File: src/rtl/core/clnw_pkg.sv
// package for the character lcd nibble writer
// holds payload structs, request kind codes, queue sizing and the init table
// no dependencies
package clnw_pkg;

  localparam logic [2:0] KindCmd    = 3'd0;
  localparam logic [2:0] KindChar   = 3'd1;
  localparam logic [2:0] KindPos    = 3'd2;
  localparam logic [2:0] KindNumber = 3'd3;
  localparam logic [2:0] KindClear  = 3'd4;
  localparam logic [2:0] KindInit   = 3'd5;

  localparam int unsigned QueueDepth = 4;
  localparam int unsigned QPtrW      = $clog2(QueueDepth);
  localparam int unsigned QCntW      = QPtrW + 1;

  localparam int unsigned NumDigits = 5;
  localparam int unsigned NumBits   = 16;
  localparam int unsigned BcdW      = 4 * NumDigits;

  localparam logic [7:0] RowOneBase = 8'h7F;  // 0x80 - 1 for one-based column
  localparam logic [7:0] RowTwoBase = 8'hBF;  // 0xc0 - 1
  localparam logic [7:0] CmdClear   = 8'h01;
  localparam logic [7:0] CmdHome    = 8'h80;
  localparam logic [7:0] AsciiZero  = 8'h30;

  localparam logic [3:0] LastSingle = 4'd0;
  localparam logic [3:0] LastClear  = 4'd1;
  localparam logic [3:0] LastInit   = 4'd8;
  localparam logic [3:0] LastNumber = 4'd4;

  typedef struct packed {
    logic [2:0]  req_type;
    logic [7:0]  byte_value;
    logic [1:0]  row;
    logic [7:0]  col;
    logic [15:0] number;
  } req_t;

  typedef struct packed {
    logic       reg_select;
    logic [3:0] nibble;
    logic       last;
  } rsp_t;

  typedef struct packed {
    logic       rs;
    logic [7:0] value;
    logic       last;
  } qent_t;

  function automatic logic [7:0] init_byte(input logic [3:0] idx);
    logic [7:0] b;
    unique case (idx)
      4'd0:    b = 8'h03;
      4'd1:    b = 8'h03;
      4'd2:    b = 8'h03;
      4'd3:    b = 8'h02;
      4'd4:    b = 8'h28;
      4'd5:    b = 8'h08;
      4'd6:    b = 8'h01;
      4'd7:    b = 8'h06;
      4'd8:    b = 8'h0C;
      default: b = 8'h0C;
    endcase
    return b;
  endfunction

endpackage

File: src/rtl/core/char_lcd_nibble_writer.sv
// top level of the character lcd nibble writer
// instantiates clnw_front, clnw_queue and clnw_back; depends on clnw_pkg
//
//  channel | direction | handshake              | payload
//  req     | in        | req_valid_i/req_ready_o | req_i   (clnw_pkg::req_t)
//  rsp     | out       | rsp_valid_o/rsp_ready_i | rsp_o   (clnw_pkg::rsp_t)
//
// one nibble per cycle while bytes are queued and the receiver is ready; n bytes give
// 2n nibble transfers at the output, and number requests first run a bit-serial
// bcd conversion in the front end before their first byte
// a new request is taken once the front end has queued the previous one's last byte
// reset clears control state only; the queue (4 bytes) lets the front run ahead of stalls
module char_lcd_nibble_writer (
  input  logic           clk_i,
  input  logic           rst_ni,
  input  logic           req_valid_i,
  output logic           req_ready_o,
  input  clnw_pkg::req_t req_i,
  output logic           rsp_valid_o,
  input  logic           rsp_ready_i,
  output clnw_pkg::rsp_t rsp_o
);

  logic            push_valid;
  logic            push_ready;
  clnw_pkg::qent_t push_data;
  logic            pop_valid;
  logic            pop_ready;
  clnw_pkg::qent_t pop_data;

  clnw_front u_front (
    .clk_i        (clk_i),
    .rst_ni       (rst_ni),
    .req_valid_i  (req_valid_i),
    .req_ready_o  (req_ready_o),
    .req_i        (req_i),
    .push_valid_o (push_valid),
    .push_ready_i (push_ready),
    .push_data_o  (push_data)
  );

  clnw_queue u_queue (
    .clk_i        (clk_i),
    .rst_ni       (rst_ni),
    .push_valid_i (push_valid),
    .push_ready_o (push_ready),
    .push_data_i  (push_data),
    .pop_valid_o  (pop_valid),
    .pop_ready_i  (pop_ready),
    .pop_data_o   (pop_data)
  );

  clnw_back u_back (
    .clk_i       (clk_i),
    .rst_ni      (rst_ni),
    .pop_valid_i (pop_valid),
    .pop_ready_o (pop_ready),
    .pop_data_i  (pop_data),
    .rsp_valid_o (rsp_valid_o),
    .rsp_ready_i (rsp_ready_i),
    .rsp_o       (rsp_o)
  );

endmodule

File: src/rtl/core/clnw_front.sv
// front end: takes requests, classifies them and pushes whole bytes to the queue
// runs the binary to bcd conversion for number requests
// depends on clnw_pkg
module clnw_front (
  input  logic                clk_i,
  input  logic                rst_ni,
  input  logic                req_valid_i,
  output logic                req_ready_o,
  input  clnw_pkg::req_t      req_i,
  output logic                push_valid_o,
  input  logic                push_ready_i,
  output clnw_pkg::qent_t     push_data_o
);

  localparam logic [1:0] StIdle = 2'd0;
  localparam logic [1:0] StConv = 2'd1;
  localparam logic [1:0] StEmit = 2'd2;

  logic [1:0]                   state_q, state_d;
  logic [2:0]                   kind_q, kind_d;
  logic [7:0]                   val_q, val_d;
  logic [3:0]                   idx_q, idx_d;
  logic [3:0]                   end_q, end_d;
  logic [3:0]                   bitcnt_q, bitcnt_d;
  logic [clnw_pkg::NumBits-1:0] bin_q, bin_d;
  logic [clnw_pkg::BcdW-1:0]    bcd_q, bcd_d;
  logic [clnw_pkg::BcdW-1:0]    bcd_adj;
  logic [clnw_pkg::BcdW-1:0]    bcd_shift;
  logic [3:0]                   lead;
  logic [3:0]                   digit;
  logic [7:0]                   out_byte;
  logic                         out_rs;
  logic                         req_fire;
  logic                         push_fire;

  assign req_ready_o  = (state_q == StIdle);
  assign req_fire     = req_valid_i && req_ready_o;
  assign push_valid_o = (state_q == StEmit);
  assign push_fire    = push_valid_o && push_ready_i;

  // add-3 adjust before each shift
  always_comb begin
    for (int i = 0; i < clnw_pkg::NumDigits; i++) begin
      if (bcd_q[4*i +: 4] >= 4'd5) begin
        bcd_adj[4*i +: 4] = bcd_q[4*i +: 4] + 4'd3;
      end else begin
        bcd_adj[4*i +: 4] = bcd_q[4*i +: 4];
      end
    end
  end

  assign bcd_shift = {bcd_adj[clnw_pkg::BcdW-2:0], bin_q[clnw_pkg::NumBits-1]};

  // first significant digit, most significant first
  always_comb begin
    priority if (bcd_shift[19:16] != 4'd0) begin
      lead = 4'd0;
    end else if (bcd_shift[15:12] != 4'd0) begin
      lead = 4'd1;
    end else if (bcd_shift[11:8] != 4'd0) begin
      lead = 4'd2;
    end else if (bcd_shift[7:4] != 4'd0) begin
      lead = 4'd3;
    end else begin
      lead = 4'd4;
    end
  end

  always_comb begin
    unique case (idx_q[2:0])
      3'd0:    digit = bcd_q[19:16];
      3'd1:    digit = bcd_q[15:12];
      3'd2:    digit = bcd_q[11:8];
      3'd3:    digit = bcd_q[7:4];
      default: digit = bcd_q[3:0];
    endcase
  end

  always_comb begin
    unique case (kind_q)
      clnw_pkg::KindCmd,
      clnw_pkg::KindChar,
      clnw_pkg::KindPos:    out_byte = val_q;
      clnw_pkg::KindNumber: out_byte = clnw_pkg::AsciiZero | {4'd0, digit};
      clnw_pkg::KindClear:  out_byte = idx_q[0] ? clnw_pkg::CmdHome : clnw_pkg::CmdClear;
      clnw_pkg::KindInit:   out_byte = clnw_pkg::init_byte(idx_q);
      default:              out_byte = val_q;
    endcase
  end

  assign out_rs = (kind_q == clnw_pkg::KindChar) || (kind_q == clnw_pkg::KindNumber);

  assign push_data_o.rs    = out_rs;
  assign push_data_o.value = out_byte;
  assign push_data_o.last  = (idx_q == end_q);

  always_comb begin
    state_d  = state_q;
    kind_d   = kind_q;
    val_d    = val_q;
    idx_d    = idx_q;
    end_d    = end_q;
    bitcnt_d = bitcnt_q;
    bin_d    = bin_q;
    bcd_d    = bcd_q;
    unique case (state_q)
      StIdle: begin
        if (req_fire) begin
          kind_d = req_i.req_type;
          idx_d  = 4'd0;
          val_d  = req_i.byte_value;
          unique case (req_i.req_type)
            clnw_pkg::KindCmd,
            clnw_pkg::KindChar: begin
              end_d   = clnw_pkg::LastSingle;
              state_d = StEmit;
            end
            clnw_pkg::KindPos: begin
              end_d = clnw_pkg::LastSingle;
              if (req_i.row == 2'd1) begin
                val_d   = clnw_pkg::RowOneBase + req_i.col;
                state_d = StEmit;
              end else if (req_i.row == 2'd2) begin
                val_d   = clnw_pkg::RowTwoBase + req_i.col;
                state_d = StEmit;
              end
            end
            clnw_pkg::KindNumber: begin
              end_d    = clnw_pkg::LastNumber;
              bin_d    = req_i.number;
              bcd_d    = '0;
              bitcnt_d = 4'd0;
              state_d  = StConv;
            end
            clnw_pkg::KindClear: begin
              end_d   = clnw_pkg::LastClear;
              state_d = StEmit;
            end
            clnw_pkg::KindInit: begin
              end_d   = clnw_pkg::LastInit;
              state_d = StEmit;
            end
            default: begin
              state_d = StIdle;
            end
          endcase
        end
      end
      StConv: begin
        bcd_d    = bcd_shift;
        bin_d    = {bin_q[clnw_pkg::NumBits-2:0], 1'b0};
        bitcnt_d = 4'(bitcnt_q + 4'd1);
        if (bitcnt_q == 4'(clnw_pkg::NumBits - 1)) begin
          idx_d   = lead;
          state_d = StEmit;
        end
      end
      StEmit: begin
        if (push_fire) begin
          idx_d = 4'(idx_q + 4'd1);
          if (idx_q == end_q) begin
            state_d = StIdle;
          end
        end
      end
      default: begin
        state_d = StIdle;
      end
    endcase
  end

  always_ff @(posedge clk_i or negedge rst_ni) begin
    if (!rst_ni) begin
      state_q <= StIdle;
    end else begin
      state_q <= state_d;
    end
  end

  always_ff @(posedge clk_i) begin
    kind_q   <= kind_d;
    val_q    <= val_d;
    idx_q    <= idx_d;
    end_q    <= end_d;
    bitcnt_q <= bitcnt_d;
    bin_q    <= bin_d;
    bcd_q    <= bcd_d;
  end

  assert property (@(posedge clk_i) disable iff (!rst_ni)
    (state_q == StEmit) |-> (idx_q <= end_q))
    else $error("byte index ran past the last byte");

  assert property (@(posedge clk_i) disable iff (!rst_ni)
    (state_q == StConv && bitcnt_q == 4'(clnw_pkg::NumBits - 1)) |=> (state_q == StEmit))
    else $error("conversion did not hand over to emit");

  assert property (@(posedge clk_i) disable iff (!rst_ni)
    (push_fire && push_data_o.last) |=> (state_q == StIdle))
    else $error("front kept emitting after the last byte");

endmodule

File: src/rtl/core/clnw_queue.sv
// short byte queue between front and back ends
// register-based, clnw_pkg::QueueDepth entries
// depends on clnw_pkg
module clnw_queue (
  input  logic            clk_i,
  input  logic            rst_ni,
  input  logic            push_valid_i,
  output logic            push_ready_o,
  input  clnw_pkg::qent_t push_data_i,
  output logic            pop_valid_o,
  input  logic            pop_ready_i,
  output clnw_pkg::qent_t pop_data_o
);

  clnw_pkg::qent_t             entry_q [clnw_pkg::QueueDepth];
  logic [clnw_pkg::QPtrW-1:0]  wptr_q, rptr_q;
  logic [clnw_pkg::QCntW-1:0]  count_q;
  logic                        push_fire;
  logic                        pop_fire;

  assign push_ready_o = (count_q != clnw_pkg::QCntW'(clnw_pkg::QueueDepth));
  assign pop_valid_o  = (count_q != '0);
  assign push_fire    = push_valid_i && push_ready_o;
  assign pop_fire     = pop_valid_o && pop_ready_i;
  assign pop_data_o   = entry_q[rptr_q];

  always_ff @(posedge clk_i or negedge rst_ni) begin
    if (!rst_ni) begin
      wptr_q  <= '0;
      rptr_q  <= '0;
      count_q <= '0;
    end else begin
      if (push_fire) begin
        wptr_q <= clnw_pkg::QPtrW'(wptr_q + 1'b1);
      end
      if (pop_fire) begin
        rptr_q <= clnw_pkg::QPtrW'(rptr_q + 1'b1);
      end
      if (push_fire && !pop_fire) begin
        count_q <= clnw_pkg::QCntW'(count_q + 1'b1);
      end else if (pop_fire && !push_fire) begin
        count_q <= clnw_pkg::QCntW'(count_q - 1'b1);
      end
    end
  end

  always_ff @(posedge clk_i) begin
    if (push_fire) begin
      entry_q[wptr_q] <= push_data_i;
    end
  end

  assert property (@(posedge clk_i) disable iff (!rst_ni)
    count_q <= clnw_pkg::QCntW'(clnw_pkg::QueueDepth))
    else $error("queue count above depth");

  assert property (@(posedge clk_i) disable iff (!rst_ni)
    (push_fire && !pop_fire) |=> (count_q == clnw_pkg::QCntW'($past(count_q) + 1'b1)))
    else $error("queue count missed a push");

  assert property (@(posedge clk_i) disable iff (!rst_ni)
    (pop_fire && !push_fire) |=> (count_q == clnw_pkg::QCntW'($past(count_q) - 1'b1)))
    else $error("queue count missed a pop");

endmodule

File: src/rtl/core/clnw_back.sv
// back end: splits each queued byte into high and low nibble transfers
// holds the output register
// depends on clnw_pkg
module clnw_back (
  input  logic            clk_i,
  input  logic            rst_ni,
  input  logic            pop_valid_i,
  output logic            pop_ready_o,
  input  clnw_pkg::qent_t pop_data_i,
  output logic            rsp_valid_o,
  input  logic            rsp_ready_i,
  output clnw_pkg::rsp_t  rsp_o
);

  clnw_pkg::qent_t cur_q;
  logic            valid_q;
  logic            phase_q;  // 0 high nibble, 1 low nibble
  logic            rsp_fire;
  logic            load;

  assign rsp_fire    = valid_q && rsp_ready_i;
  assign load        = !valid_q || (rsp_fire && phase_q);
  assign pop_ready_o = load;

  assign rsp_valid_o      = valid_q;
  assign rsp_o.reg_select = cur_q.rs;
  assign rsp_o.nibble     = phase_q ? cur_q.value[3:0] : cur_q.value[7:4];
  assign rsp_o.last       = cur_q.last && phase_q;

  always_ff @(posedge clk_i or negedge rst_ni) begin
    if (!rst_ni) begin
      valid_q <= 1'b0;
      phase_q <= 1'b0;
    end else if (load) begin
      valid_q <= pop_valid_i;
      phase_q <= 1'b0;
    end else if (rsp_fire) begin
      phase_q <= 1'b1;
    end
  end

  always_ff @(posedge clk_i) begin
    if (load && pop_valid_i) begin
      cur_q <= pop_data_i;
    end
  end

  assert property (@(posedge clk_i) disable iff (!rst_ni)
    (rsp_valid_o && rsp_o.last) |-> phase_q)
    else $error("last flagged on a high nibble");

  assert property (@(posedge clk_i) disable iff (!rst_ni)
    (rsp_fire && !phase_q) |=> (valid_q && phase_q))
    else $error("low nibble not presented after high nibble");

  assert property (@(posedge clk_i) disable iff (!rst_ni)
    phase_q |-> valid_q)
    else $error("low nibble phase without a held byte");

endmodule
File: config.mk
export PLATFORM = sky130hd
export DESIGN_NAME = char_lcd_nibble_writer
export DESIGN_NICKNAME = d
export VERILOG_FILES = /design/src/rtl/core/clnw_pkg.sv /design/src/rtl/core/char_lcd_nibble_writer.sv /design/src/rtl/core/clnw_front.sv /design/src/rtl/core/clnw_queue.sv /design/src/rtl/core/clnw_back.sv
export SDC_FILE = /design/constraint.sdc
export NUM_CORES = 1
export LEC_CHECK = 0
export ABC_AREA = 1
export BUFFER_PORTS_ARGS = -buffer_cell sky130_fd_sc_hd__buf_2
export CORE_MARGIN = 8
export CORE_UTILIZATION = 50
export CTS_CLUSTER_SIZE = 10
export DETAILED_ROUTE_END_ITERATION = 8
export PLACE_DENSITY = 0.79
export SETUP_SLACK_MARGIN = 0.2
export SYNTH_ARGS = -nofsm -noshare
export SYNTH_HDL_FRONTEND = slang
export SYNTH_HIERARCHICAL = 1
export SYNTH_SLANG_ARGS = --single-unit
File: constraint.sdc
create_clock -name clk_i -period 7.6 [get_ports clk_i]
set_input_delay 1.52 -clock clk_i [delete_from_list [all_inputs] [get_ports clk_i]]
set_output_delay 1.52 -clock clk_i [all_outputs]
set_load 0.02 [all_outputs]
# Yosys cells after proc, flatten, opt, wreduce, memory -nomap -nowiden
# Memories as Yosys holds them, arrays and structs flattened. A register that Yosys moved wholly into a read port is not among the register bits.
# Index checks and enable logic that the tools add are counted.
totals:
  register_bits: 70
  mem_bits_rw: 40
  mem_bits_ro: 80
  inputBits: 41
  out_inout_bits: 8
  n_memories: 2
memory_table:
  columns: ["name", "depth", "word_bits", "rd", "rd_clocked_by_memory_dff", "write_ports", "line", "text"]
  rows:
  - ["(name not given)", 16, 5, 1, 1, 0, "clnw_pkg.sv:54", "unique case (idx)"]
  - ["u_queue.entry_q", 4, 10, 1, 1, 1, "clnw_queue.sv:15", "clnw_pkg::qent_t entry_q [clnw_pkg::QueueDepth];"]
op_classes:
  addsub: 13
  n_lt_le_gt_ge: 5
  n_eq_ne: 25
  muxes: 45
  reduce_logical: 33
op_table:
  columns: ["op", "n"]
  rows:
  - ["4-bit 2-to-1 mux", 14]
  - ["20-bit 2-to-1 mux", 2]
  - ["20-bit case mux with 2 select lines", 1]
  - ["16-bit 2-to-1 mux", 2]
  - ["8-bit 2-to-1 mux", 4]
  - ["16-bit case mux with 2 select lines", 1]
  - ["4-bit case mux with 4 select lines", 2]
  - ["8-bit case mux with 3 select lines", 1]
  - ["4-bit by 3-bit greater-or-equal comparator with 1-bit output, second input constant", 5]
  - ["4-bit nonzero test", 5]
  - ["4-bit by 2-bit adder with 4-bit output, second input constant", 4]
  - ["3-bit by 2-bit equality test with 1-bit output, second input constant", 5]
  - ["3-bit equality test, second input constant", 4]
  - ["2-bit 2-to-1 mux", 6]
  - ["3-bit 2-to-1 mux", 4]
  - ["2-bit case mux with 3 select lines", 2]
  - ["4-bit case mux with 3 select lines", 1]
  - ["3-bit by 1-bit equality test with 1-bit output, second input constant", 3]
  - ["4-bit by 1-bit adder with 4-bit output, second input constant", 2]
  - ["7-bit by 8-bit adder with 8-bit output, first input constant", 1]
  - ["8-bit adder, first input constant", 1]
  - ["1-bit logical AND", 8]
  - ["2-bit != test, second input constant", 4]
  - ["4-bit case mux with 2 select lines", 1]
  - ["24 further kinds", 38]

# Depth between registers and ports, before layout
logic_depth:
  word_depth: 10
  mapped_depth: 17

# Hierarchy
# Netlist, hierarchy kept.
modules_own_cells:
  columns: ["module", "instances", "cells_per_inst", "area_each_um2"]
  rows:
  - ["clnw_front", 1, 484, 4005.1]
  - ["clnw_queue", 1, 176, 2085.8]
  - ["clnw_back", 1, 35, 459.2]

# Least setup slack after synthesis
# No wires, ideal clock.
synth_path:
  path_type: "input -> register"
  from: "input req_i[35] (netlist bit)"
  to: "register u_front/bcd_q[0] (netlist bit), enable pin"
  setup_ns: 0.452
  arrival_time_ns: 3.716
  required_ns: 7.148
  setup_slack_ns: 3.432
  path_stages: 4
  path_buffers: 0
  path_cell_list: "nand2_1 > nor2_1 > inv_1 > o22ai_1"
synth_between:
  elab_chain_len: 3
synth_rtl:
  columns: ["item", "line", "text"]
  rows:
  - ["from (decl)", "char_lcd_nibble_writer.sv:18", "input clnw_pkg::req_t req_i,"]
  - ["3-bit by 2-bit equality test with 1-bit output", "clnw_front.sv:112", "unique case (req_i.req_type)"]
  - ["2-bit != test (no line)", null, null]
  - ["3-bit AND reduction (no line)", null, null]
  - ["to (signal assigned)", "clnw_front.sv:187", "bcd_q <= bcd_d;"]
  - ["to (decl)", "clnw_front.sv:26", "logic [clnw_pkg::BcdW-1:0] bcd_q, bcd_d;"]
# No other way between the ends.
# A chain may end at the register's enable or synchronous reset.

# Worst setup path after layout
layout_path:
  from: "register u_front.state_q[1]"
  to: "register u_front/bcd_q[18] (netlist bit), enable pin"
layout_between:
  elab_chain_len: 4
  word_cells_on_any_way: 7
  cone_classes: "eq/ne (3); reduce/logical (4)"
layout_rtl:
  columns: ["item", "line", "text"]
  rows:
  - ["from (decl)", "clnw_front.sv:19", "logic [1:0] state_q, state_d;"]
  - ["from (signal assigned)", "clnw_front.sv:174", "state_q <= StIdle;"]
  - ["from (signal assigned)", "clnw_front.sv:176", "state_q <= state_d;"]
  - ["2-bit logical NOT", "clnw_front.sv:36, clnw_front.sv:106", null]
  - ["1-bit logical AND", "clnw_front.sv:37", "assign req_fire = req_valid_i && req_ready_o;"]
  - ["2-bit != test (no line)", null, null]
  - ["3-bit AND reduction (no line) *", null, null]
# Every way passes the cells marked *; elsewhere a longest branch is shown, timed or not.

==> tab_implementation.tex <==
\begin{tabular}{lr}
\hline
Metric & Value \\
\hline
\multicolumn{2}{l}{\textbf{Placement}} \\
\quad IO buf count & 48 \\
\quad Placer's final routability congestion estimate & 0.850 \\
\quad Detailed-placement wirelength estimate & 8.99 mm \\
\quad Post-Place Cell Area & 6930 um\^{}2 \\
\multicolumn{2}{l}{\textbf{Worst setup path}} \\
\quad Endpoint arrival time on the critical path & 3.27 ns \\
\quad Source of the critical timing path & u\_front/state\_q[1] \\
\quad Destination of the critical timing path & u\_front/bcd\_q[18] \\
\quad Critical path class & flop to flop \\
\quad Number of stages on the worst setup path & 6 \\
\quad Critical register-to-register path endpoint & u\_front/bcd\_q[18] \\
\quad Critical Path Sink Type & flop \\
\quad Crit-path slowest cell & sky130\_fd\_sc\_hd\_\_ha\_1 \\
\quad Cell with the most instances on the worst path & sky130\_fd\_sc\_hd\_\_buf\_4 \\
\quad Cell chain of the critical path & inv\_1 -> ha\_1 -> clkinv\_1 -> buf\_4 -> o22ai\_4 -> buf\_4 \\
\quad Data required time of the worst path & 7.64 ns \\
\quad Buffers and inverters on the worst path & 4 \\
\quad Maximum net fanout on the critical path & 40 \\
\quad R2R Setup Slk & 4.38 ns \\
\quad Largest stage delay on the critical path & 0.65 ns \\
\quad Kind of cell adding the most delay to the critical path & buffers and inverters \\
\quad R2r startpoint & u\_front/state\_q[1] \\
\quad Crit path launch type & flop \\
\quad Depth of the worst register-to-register path & 6 \\
\multicolumn{2}{l}{\textbf{Timing}} \\
\quad Maximum operating frequency & 0.310 GHz \\
\quad Measured slew at the worst slew-check pin & 1.00 ns \\
\quad Period utilization & 0.424 \\
\quad Hold Vio Cnt, Final & 0 \\
\quad Layout Skew & 0.0104 ns \\
\quad Unrepaired setup endpoints after global routing & false \\
\quad Worst slack on hold paths & 0.521 ns \\
\quad Relative max-transition margin & 0.328 \\
\quad Number of pins exceeding their max-slew limit in the final report & 0 \\
\quad Min Clock Period, post-route & 3.22 ns \\
\quad Count of endpoints failing setup in the final report & 0 \\
\quad Aggregate negative setup slack & 0 ns \\
\multicolumn{2}{l}{\textbf{Power}} \\
\quad Internal Power & 1.75 mW \\
\quad Peak ir drop on the vdd network & 335 uV \\
\quad Sequential group share of total power & 0.399 \\
\quad Combinational share of power & 0.330 \\
\quad P\_leak & 3.40 nW \\
\quad Switching Share & 0.360 \\
\quad Switching Power & 0.984 mW \\
\quad Ratio of total power to cell area & 367 nW/um\^{}2 \\
\quad Clock network power share & 0.271 \\
\multicolumn{2}{l}{\textbf{Global routing}} \\
\quad Gr usage total & 0.165 \\
\quad Initial antenna violation count & 0 \\
\quad First-pass GRT wire length & 21.6 mm \\
\quad Number of global-route vias before repair & 4708 \\
\quad Maximum number of pins on one net before global-route repair & 42 \\
\quad Final global-route overflow total & 0 \\
\multicolumn{2}{l}{\textbf{Detailed routing}} \\
\quad Number of iterations in the first detailed-routing pass & 4 \\
\quad Final antenna-violating net count & 0 \\
\quad Number of remaining DRC errors & 0 \\
\quad Wire per inst & 13.7 um \\
\quad DR iter-0 viols & 290 \\
\quad Vias after detailed routing & 4696 \\
\quad Via-to-Cell Ratio & 5.02 \\
\quad Final Routed Wirelength & 12.8 mm \\
\multicolumn{2}{l}{\textbf{Floorplanning}} \\
\quad Initial cell density of the core & 0.503 \\
\quad Die X-Extent & 130 um \\
\quad FP Rows & 42 \\
\quad Core outline area & 13000 um\^{}2 \\
\quad Die ar. & 17000 um\^{}2 \\
\quad Number of primary I/O pins & 49 \\
\quad Die height & 130 um \\
\multicolumn{2}{l}{\textbf{CTS}} \\
\quad Deepest clock path buffer count & 2 \\
\quad Post-cts gate resize count & 0 \\
\quad Clock buffers created by TritonCTS & 17 \\
\quad Clock input transition at the sequential cells of the worst setup and hold paths & 0.05 ns \\
\quad Buffer type at the clock tree root & sky130\_fd\_sc\_hd\_\_clkbuf\_16 \\
\quad CTS tree & done \\
\quad Buffers inserted during post-CTS setup optimization & 0 \\
\quad \# clock sinks & 124 \\
\quad Htree depth & 4 \\
\quad Worst skew pair latency & 0.41 ns \\
\quad Hold-fix buffers, CTS & 0 \\
\multicolumn{2}{l}{\textbf{Synth}} \\
\quad Dominant register cell in the synthesized netlist & sky130\_fd\_sc\_hd\_\_edfxtp\_1 \\
\quad Xor and xnor area share after synthesis & 0.0120 \\
\quad Share of synthesized area occupied by flip-flops and latches & 0.552 \\
\quad Synth Area in Adders & 0.0527 \\
\quad EDFF count, synth & 108 \\
\quad Mapped Cells & 695 \\
\quad Simple-gate share of the synthesized area & 0.207 \\
\quad Per-instance average area after synthesis & 9.42 um\^{}2 \\
\quad Flop and latch count out of synthesis & 124 \\
\quad Mux contribution to synthesized area & 0.00210 \\
\quad YS warnings & 6 \\
\quad Dominant combinational cell family by area after synthesis & simple AND/OR/NAND/NOR gates \\
\quad Compound-Gate Fraction of Synth Area & 0.0923 \\
\quad Share of flip-flops with an asynchronous set or reset after synthesis & 0.0887 \\
\quad Number of nets in the synthesized netlist & 763 \\
\quad Cell area after synthesis & 6550 um\^{}2 \\
\quad Count of cell types in the netlist & 45 \\
\multicolumn{2}{l}{\textbf{Hold path}} \\
\quad Number of cells traversed by the worst hold path & 2 \\
\quad Type of the worst min-delay path & flop to flop \\
\multicolumn{2}{l}{\textbf{Cells and area}} \\
\quad Share of cells above drive strength 1 & 0.165 \\
\quad Relative area change from synthesis to final layout & 13.9\% \\
\quad Total number of nets in the final design & 816 \\
\quad Antenna diodes & 0 \\
\quad Fillers & 1130 \\
\quad Cell area after layout & 7460 um\^{}2 \\
\multicolumn{2}{l}{\textbf{Job}} \\
\quad Max cap viols & 0 \\
\multicolumn{2}{l}{\textbf{Run status}} \\
\quad Run status & complete, no violations \\
\hline
\end{tabular}
## cell families (layout without fill, tap and decap cells)
group	Yosys count	in the layout
buf+inv	128	192
mux	1	1
flops	124	124
simple gates	314	314
fa+ha+maj	27	27
compound gates	92	92
xor+xnor	9	9
## layout make-up
cell class	count	area [um^2]	area share
clock buffer	19	433	0.0580
inverter	112	420	0.0563
clock inverter	11	104	0.0139
tap	176	220	0.0295
multi-input combinational	443	2410	0.323
timing repair buffer	50	255	0.0342
sequential	124	3620	0.485
## metal layers
layer | wire length, um | up-vias | part of all wire | track usage
met1 | 5860 | 2161 | 0.46 | 0.197
met3 | 631 | 18 | 0.049 | 0.0446
li1 | - | 2415 | - | -
met2 | 6110 | 102 | 0.48 | 0.275
met5 | 0 | - | 0 | 0
met4 | 221 | 0 | 0.017 | 0.0722
## power groups by stage
stage                     clock network (mW)  registers (mW)  logic (mW)
final                                  0.741            1.09       0.902
after global routing                   0.779            1.11        1.02
after CTS                              0.750            1.09       0.905
after detailed placement                   0            1.10       0.893
after global placement                     0            1.10       0.862
after floorplan                            0            1.07       0.723
## worst min-delay path: cells and delay by family (launching register included)
| family | cells | cell delay [ns] |
|---|---|---|
| flip-flops | 1 | 0.37 |
| AND/OR/NAND/NOR | 2 | 0.11 |
## state kept, by name (all words and copies together), names as in the netlist, 3 cells and up, named ones only
register / cells
u_queue/count_q: 3
u_front/kind_q: 3
u_front/bcd_q: 20
u_back/cur_q: 9
u_front/idx_q: 4
u_queue/entry_q: 40
u_front/bitcnt_q: 4
u_front/bin_q: 16
u_front/val_q: 8
u_front/end_q: 3
## through the flow
step	std cells	total power, mW	util	setup WS [ns]
after floorplan	695	1.79	-	3.43
after global placement	905	1.96	0.531	4.39
after detailed placement	905	2.00	0.531	4.37
after CTS	935	2.75	0.573	4.38
after global routing	935	2.91	0.573	4.07
final	935	2.74	0.573	4.38
## cell usage in the layout (no fill, tap or decap), drive strengths merged, types with 5 or more instances in the layout
cell type / count
o22ai: 7
clkinv: 9
nand4: 11
edfxtp: 108
dfxtp: 5
o21ai: 27
nand2: 208
inv: 111
nor3: 6
dfrtp: 11
ha: 26
clkbuf: 19
nand3: 30
xor2: 6
o211ai: 25
nor2: 56
buf: 50
a21oi: 22
## Yosys cell counts, types with 2 or more instances
cell type,number,area [um^2]
sky130_fd_sc_hd__o211ai_1,19,143
sky130_fd_sc_hd__o211ai_2,6,75.1
sky130_fd_sc_hd__ha_1,26,325
sky130_fd_sc_hd__o31ai_1,2,15.0
sky130_fd_sc_hd__nor2_2,7,43.8
sky130_fd_sc_hd__nand3_2,5,50.1
sky130_fd_sc_hd__buf_4,2,15.0
sky130_fd_sc_hd__nor2_1,48,180
sky130_fd_sc_hd__o21ai_1,9,45.0
sky130_fd_sc_hd__xor2_1,6,52.6
sky130_fd_sc_hd__inv_1,102,383
sky130_fd_sc_hd__xnor2_1,3,26.3
sky130_fd_sc_hd__nand2_1,194,728
sky130_fd_sc_hd__buf_6,3,33.8
sky130_fd_sc_hd__nand3_1,25,125
sky130_fd_sc_hd__edfxtp_1,108,3240
sky130_fd_sc_hd__clkbuf_8,2,27.5
sky130_fd_sc_hd__nand2_2,14,87.6
sky130_fd_sc_hd__inv_2,9,33.8
sky130_fd_sc_hd__o21ai_0,15,75.1
sky130_fd_sc_hd__o22ai_1,7,43.8
sky130_fd_sc_hd__clkbuf_1,6,22.5
sky130_fd_sc_hd__a21oi_1,22,110
sky130_fd_sc_hd__o21ai_2,3,26.3
sky130_fd_sc_hd__dfrtp_1,11,275
sky130_fd_sc_hd__nor3_1,5,25.0
sky130_fd_sc_hd__nand4_1,10,62.6
sky130_fd_sc_hd__dfxtp_1,5,100
sky130_fd_sc_hd__buf_2,3,15.0
sky130_fd_sc_hd__a31oi_1,3,18.8
## worst min path at each step
stage,to,slack [ns],start
floorplan,u_front/bcd_q[0],0.48,u_front/bin_q[15]
finish,u_queue/rptr_q[0],0.52,u_queue/rptr_q[0]
global placement,u_front/bcd_q[0],0.50,u_front/bin_q[15]
detailed placement,u_front/bin_q[8],0.51,u_front/bin_q[7]
CTS,u_queue/count_q[2],0.52,u_queue/count_q[2]
global route,u_front/bin_q[8],0.54,u_front/bin_q[7]
Note: power is estimated with default switching activity, not from simulation.
